File: src/hw/rtl/bmhq_pkg.sv
package bmhq_pkg;

   localparam int unsigned CAPACITY_DEF = 256;
   localparam int unsigned DATA_W       = 32;
   localparam int unsigned COUNT_W      = 9;
   localparam int unsigned STATUS_W     = 2;
   localparam int unsigned REQ_DATA_W   = 32;
   localparam int unsigned RSP_DATA_W   = 80;

   localparam logic signed [DATA_W-1:0] INT_MIN = 32'sh8000_0000;

   typedef enum logic [STATUS_W-1:0] {
      ST_OK          = 2'd0,
      ST_REMOVE_EMPTY = 2'd1,
      ST_INSERT_FULL  = 2'd2
   } status_type;

   localparam logic OP_INSERT = 1'b0;
   localparam logic OP_REMOVE = 1'b1;

   // Datapath commands issued by the controller, one per cycle.
   typedef enum logic [3:0] {
      DP_NONE,
      DP_INS_START,
      DP_REM_START,
      DP_REJ_FULL,
      DP_REJ_EMPTY,
      DP_UP_CHECK,
      DP_UP_CMP,
      DP_DN_LAST,
      DP_DN_LOAD,
      DP_DN_CHILD,
      DP_DN_RIGHT,
      DP_DN_CMP,
      DP_PUBLISH
   } dp_op_type;

   typedef struct packed {
      logic full;
      logic empty;
      logic at_root;
      logic up_swap;
      logic has_left;
      logic dn_stop;
      logic rsp_free;
   } dp_status_type;

endpackage

File: src/hw/rtl/bmhq_ctrl.sv
module bmhq_ctrl (
   input  logic                     clock,
   input  logic                     reset,
   input  logic                     req_valid,
   input  logic                     req_op,
   output logic                     req_ready,
   input  bmhq_pkg::dp_status_type  dp_status,
   output bmhq_pkg::dp_op_type      dp_op
);

   typedef enum logic [3:0] {
      S_IDLE,
      S_UP_CHECK,
      S_UP_CMP,
      S_DN_LAST,
      S_DN_LOAD,
      S_DN_CHILD,
      S_DN_RIGHT,
      S_DN_CMP,
      S_PUBLISH
   } state_type;

   state_type state_ff, state_in;

   assign req_ready = state_ff == S_IDLE;

   always_comb begin
      state_in = state_ff;
      dp_op    = bmhq_pkg::DP_NONE;
      case (state_ff)
         S_IDLE: begin
            if (req_valid) begin
               if (req_op == bmhq_pkg::OP_INSERT) begin
                  if (dp_status.full) begin
                     dp_op    = bmhq_pkg::DP_REJ_FULL;
                     state_in = S_PUBLISH;
                  end else begin
                     dp_op    = bmhq_pkg::DP_INS_START;
                     state_in = S_UP_CHECK;
                  end
               end else begin
                  if (dp_status.empty) begin
                     dp_op    = bmhq_pkg::DP_REJ_EMPTY;
                     state_in = S_PUBLISH;
                  end else begin
                     dp_op    = bmhq_pkg::DP_REM_START;
                     state_in = S_DN_LAST;
                  end
               end
            end
         end
         S_UP_CHECK: begin
            dp_op    = bmhq_pkg::DP_UP_CHECK;
            state_in = dp_status.at_root ? S_PUBLISH : S_UP_CMP;
         end
         S_UP_CMP: begin
            dp_op    = bmhq_pkg::DP_UP_CMP;
            state_in = dp_status.up_swap ? S_UP_CHECK : S_PUBLISH;
         end
         S_DN_LAST: begin
            // Removing the only entry leaves nothing to sift.
            if (dp_status.empty) begin
               state_in = S_PUBLISH;
            end else begin
               dp_op    = bmhq_pkg::DP_DN_LAST;
               state_in = S_DN_LOAD;
            end
         end
         S_DN_LOAD: begin
            dp_op    = bmhq_pkg::DP_DN_LOAD;
            state_in = S_DN_CHILD;
         end
         S_DN_CHILD: begin
            dp_op    = bmhq_pkg::DP_DN_CHILD;
            state_in = dp_status.has_left ? S_DN_RIGHT : S_PUBLISH;
         end
         S_DN_RIGHT: begin
            dp_op    = bmhq_pkg::DP_DN_RIGHT;
            state_in = S_DN_CMP;
         end
         S_DN_CMP: begin
            dp_op    = bmhq_pkg::DP_DN_CMP;
            state_in = dp_status.dn_stop ? S_PUBLISH : S_DN_CHILD;
         end
         S_PUBLISH: begin
            if (dp_status.rsp_free) begin
               dp_op    = bmhq_pkg::DP_PUBLISH;
               state_in = S_IDLE;
            end
         end
         default: begin
            state_in = S_IDLE;
         end
      endcase
   end

   always_ff @(posedge clock) begin
      if (reset) begin
         state_ff <= S_IDLE;
      end else begin
         state_ff <= state_in;
      end
   end

endmodule
File: config.mk
export PLATFORM = sky130hd
export DESIGN_NAME = bmhq_ctrl
export DESIGN_NICKNAME = d
export VERILOG_FILES = /design/src/hw/rtl/bmhq_pkg.sv /design/src/hw/rtl/bmhq_ctrl.sv
export SDC_FILE = /design/constraint.sdc
export NUM_CORES = 1
export LEC_CHECK = 0
export BUFFER_PORTS_ARGS = -buffer_cell sky130_fd_sc_hd__buf_2
export CORE_AREA = 2 2 39 41
export DETAILED_ROUTE_END_ITERATION = 10
export DIE_AREA = 0 0 41 43
export PLACE_DENSITY = 0.53
export SLEW_MARGIN = 20
export SYNTH_ARGS = -nofsm -noshare
export SYNTH_HDL_FRONTEND = slang
export SYNTH_SLANG_ARGS = --single-unit
export TNS_END_PERCENT = 20
File: constraint.sdc
create_clock -name clock -period 2.9 [get_ports clock]
set_input_delay 0.145 -clock clock [delete_from_list [all_inputs] [get_ports clock]]
set_output_delay 0.145 -clock clock [all_outputs]
set_load 0.1 [all_outputs]
Yosys cells after proc, flatten, opt, wreduce, memory -nomap -nowiden. Index checks and enable logic that the tools add are counted.

Output and inout port bits: 5. Bits in registers: 4. Logic and storage cells: 31. Bits of input ports: 11.

Reduce and logical (&&, ||, !) cells: 2. Equality and inequality tests: 10. Multiplexer cells: 18.

Operators with widths (count): 4-bit case mux with 9 select lines (2); 4-bit 2-to-1 mux (13); 4-bit by 3-bit == test with 1-bit output (second input constant) (4); 4-bit by 2-bit == test with 1-bit output (second input constant) (2); 3-bit 2-to-1 mux (2); 4-bit by 1-bit == test with 1-bit output (second input constant) (1); 4-bit == test (second input constant) (1); 4-bit logical NOT (1); 2-bit inequality test (second input constant) (2); 2-bit 2-to-1 mux (1); 2-bit AND reduction (1).

Longest topological paths before layout.
Depth after elaboration: 4. Depth in mapped cells: 5. Mapped depth without buffers: 4.

Worst setup path before layout. No wires, ideal clock.

Kind: register -> output. Start point: reg state_ff[2]. End point: out dp_op[2]. Cell stages (with the launch flop): 6. Data required time: 2.755 ns. Arrival: 3.873 ns. Path buffers: 1. Slack: -1.118 ns. Path through: dfxtp_1 > buf_6 > or3_4 > nor2_1 > nand2_1 > o22ai_1.

Cells in the longest elaborated chain, start to end: 2. Elaborated cells between the ends (all ways): 10. Classes of those cells: eq/ne (8); mux (1); reduce/logical (1).

RTL lines: from (decl) (RTL line bmhq_ctrl.sv:23) `state_type state_ff, state_in;`; from (signal assigned) (RTL line bmhq_ctrl.sv:101) `state_ff <= state_in;`; 4-bit logical NOT; named net req_ready (RTL line bmhq_ctrl.sv:6) `output logic req_ready,`; 4-bit case mux with 9 select lines (RTL line bmhq_ctrl.sv:30) `case (state_ff)`; to (decl) (RTL line bmhq_ctrl.sv:8) `output bmhq_pkg::dp_op_type dp_op`.

The timed path passes the listed nets, and every way through them passes these cells.

Worst setup path after layout.
Start point: reg state_ff[1]. End point: out dp_op[1].

Cells in the longest elaborated chain, start to end: 2. Elaborated cells between the ends (all ways): 10. Classes of those cells: eq/ne (8); mux (1); reduce/logical (1).

RTL lines (RTL line): 4-bit == test, or another cell as far along (bmhq_ctrl.sv:30); 4-bit case mux with 9 select lines * (bmhq_ctrl.sv:30).

Mark *: on every way between the ends. The rest lies on a longest branch, timed or not.

==> results.cfg <==
[synth]
synth_edf_count = 0
ys_top_cells_by_count = 7 x o21ai_0, 5 x nand2_1, 4 x dfxtp_1, 4 x o22ai_1
syn_avg_cell_area_sq_um = 7.01
synthArstFlopShare_pct = 0
syn_nets = 69
yosys_warnings = 0
synth-seq-cells = 4
yosysSeqAreaShare_pct = 19.7
synth_top_area_share_pct = 19.7
ys_types = 29
synth-main-ff-cell = dfxtp_1
yosysMostFrequentCell = o21ai_0
synth_cells = 58
synth_area_leaders = dfxtp_1 20%, o21ai_0 8.6%, o22ai_1 6.2%
syn_area_sq_um = 407
yosysTopAreaCell = dfxtp_1

[floorplan]
std_cell_rows = 14
core-area_sq_um = 1380
die_area_sq_um = 1760
die_w_microns = 41
start_util_pct = 29.4
die_y_microns = 43
io_pins = 16

[global_routing]
grt_pass1_vias = 398
grt-ovfl-total = 0
antenna_found_initial = 0
grt_pass1_wl_mm = 1.74
grt.total_usage_pct = 14.4
grt_max_degree = 16

[cells_and_area]
top_register = state_ff
fin_area_sq_um = 522
nets = 85
utilization_pct = 37.7
num-fill-cells = 162
drive_gt1_share_pct = 33.3
reg_top3 = state_ff (4)
largest_reg_flops = 4
n_antenna_cell = 0
area_growth_pct = 28.3

[setup_path]
crit_buf_inv = 1
critPathLaunchType = flip-flop
cp_slowest_cell = or3_4
cp_top_family = simple AND/OR/NAND/NOR gates
endpoint_kind = output pin
path_max_fanout = 15
slowest_delay_ps = 470
critPathArrivalTime_ps = 1980
crit_type = flip-flop to output pin
path_cells = or3_4, nor2_2, nand2_1, o22ai_2, buf_2
cp.required_ps = 2760

[placed_design]
place_hpwl_microns = 792
io_buffers = 15
place_congestion = 0.781
placed_cell_area_sq_um = 499
place_ws_ps = 1020

[route]
detail-route-antenna-nets = 0
drtPass1Iterations = 2
viasPerCell = 5.35
top_layer = met4
drc = 0
routed-wl-met2_microns = 489
drtIter0Drc = 6
wl_met3_microns = 28
dr_total_vias = 471
wl_met1_microns = 500
wirelength_mm = 1.03
wl_per_cell_microns = 11.7

[min_path]
hp-class = primary input to flip-flop

[clocking]
cts_tree = built
clk_pin_slew_ps = 40
numCtsBuffers = 3
htree_levels = 1
hold_buffers = 0
clk-insertion-delay-late_ps = 230
cts_setup_buffers = 0
numClockSinks = 4
cts_buffer_depth = 2
root_buffer = clkbuf_4
cts-resized-gates = 0

[sta]
period_needed_ps = 2120
min_period_over_period_pct = 73.2
rsz0062_at_grt = false
hold_viol = 0
slew_headroom_pct = 67.7
fmax_mhz = 471
setup_viol = 0
tns_ps = 0
layout_setup_ws_ps = 778
fin_skew_ps = 1.80
worst_slew_pin_slew_ps = 488
slew_viol_final = 0

[power_and_ir_drop]
power_uw = 324
max-vdd-ir-drop_v = 0.000252
p_leak_uw = 0.000215
power_density_nw_per_um2 = 621

[job]
cap_violations = 0

[run_status]
outcome = completed
==> area by class of cell <==
type                            instances  area, sq um  share of cell area, %
Tap cell                               16         20.0                   3.84
Inverter                                3         11.3                   2.16
Multi-Input combinational cell         47          313                   60.0
Sequential cell                         4         80.1                   15.3
Clock buffer                            3         22.5                   4.32
Timing Repair Buffer                   15         75.1                   14.4
==> path summary, 6_finish.rpt <==
check	from	endpoint	slack, ps	depth (start not counted)
worst max-delay path	state_ff[1]$_SDFFE_PP0P_	dp_op[1]	780	5
worst min-delay path	reset	state_ff[2]$_SDFFE_PP0P_	210	3
worst max register to register	state_ff[1]$_SDFFE_PP0P_	state_ff[3]$_SDFFE_PP0P_	1370	3
worst min register to register	state_ff[2]$_SDFFE_PP0P_	state_ff[2]$_SDFFE_PP0P_	610	2
==> worst register-to-register path, cell delays in order (launching register included) <==
cell and delay [ps]:
dfxtp_1 440, or3_4 470, or4b_1 460, o21ai_0 90
==> per-layer routing <==
layer | global-route usage (%) | vias up
met2 | 20.0 | 13
met5 | 0 | -
li1 | - | 243
met4 | 8.00 | 0
met3 | 3.14 | 2
met1 | 19.9 | 213
==> cell families (layout without fill, tap and decap cells) <==
| family | count (synthesis) | in the layout | share of synthesized area (%) |
|---|---|---|---|
| AND/OR/NAND/NOR | 26 | 26 | 37.8 |
| AO/OA/AOI/OAI | 20 | 20 | 31.4 |
| buffers and inverters | 7 | 21 | 8.61 |
| flip-flops | 4 | 4 | 19.7 |
| multiplexers | 1 | 1 | 2.46 |
==> metrics by stage <==
step / hold WS, ps / instances
6_report: 211 / 88
5_1_grt: 216 / 88
4_1_cts: 203 / 88
3_5_place_dp: 452 / 85
3_3_place_gp: 445 / 85
2_1_floorplan: 327 / 58
==> cell usage in the layout, fill, tap and decap left out <==
cell type	count
nor2_2	1
or3_4	1
or4b_1	1
nor3b_1	1
nor2b_1	2
nand2b_1	3
and3b_1	1
a211oi_1	2
a21boi_0	2
a31oi_1	1
nor2_1	2
o32a_1	1
or2_2	1
o22ai_2	3
a21oi_1	1
o21ai_0	7
and3_1	3
inv_1	3
mux2i_1	1
o21bai_1	1
or2b_1	1
clkbuf_4	3
nand2_1	5
o22ai_1	1
nor3_1	1
dfxtp_1	4
nand3_1	1
buf_2	15
a221oi_1	1
nor4_1	2
==> where the power goes <==
part | switching, uW | internal [uW] | total (uW)
sequential | 14.5 | 60.3 | 74.8
clock | 20.9 | 46.2 | 67.1
combinational | 136 | 45.9 | 182
Power figures use the tool's default switching activity.
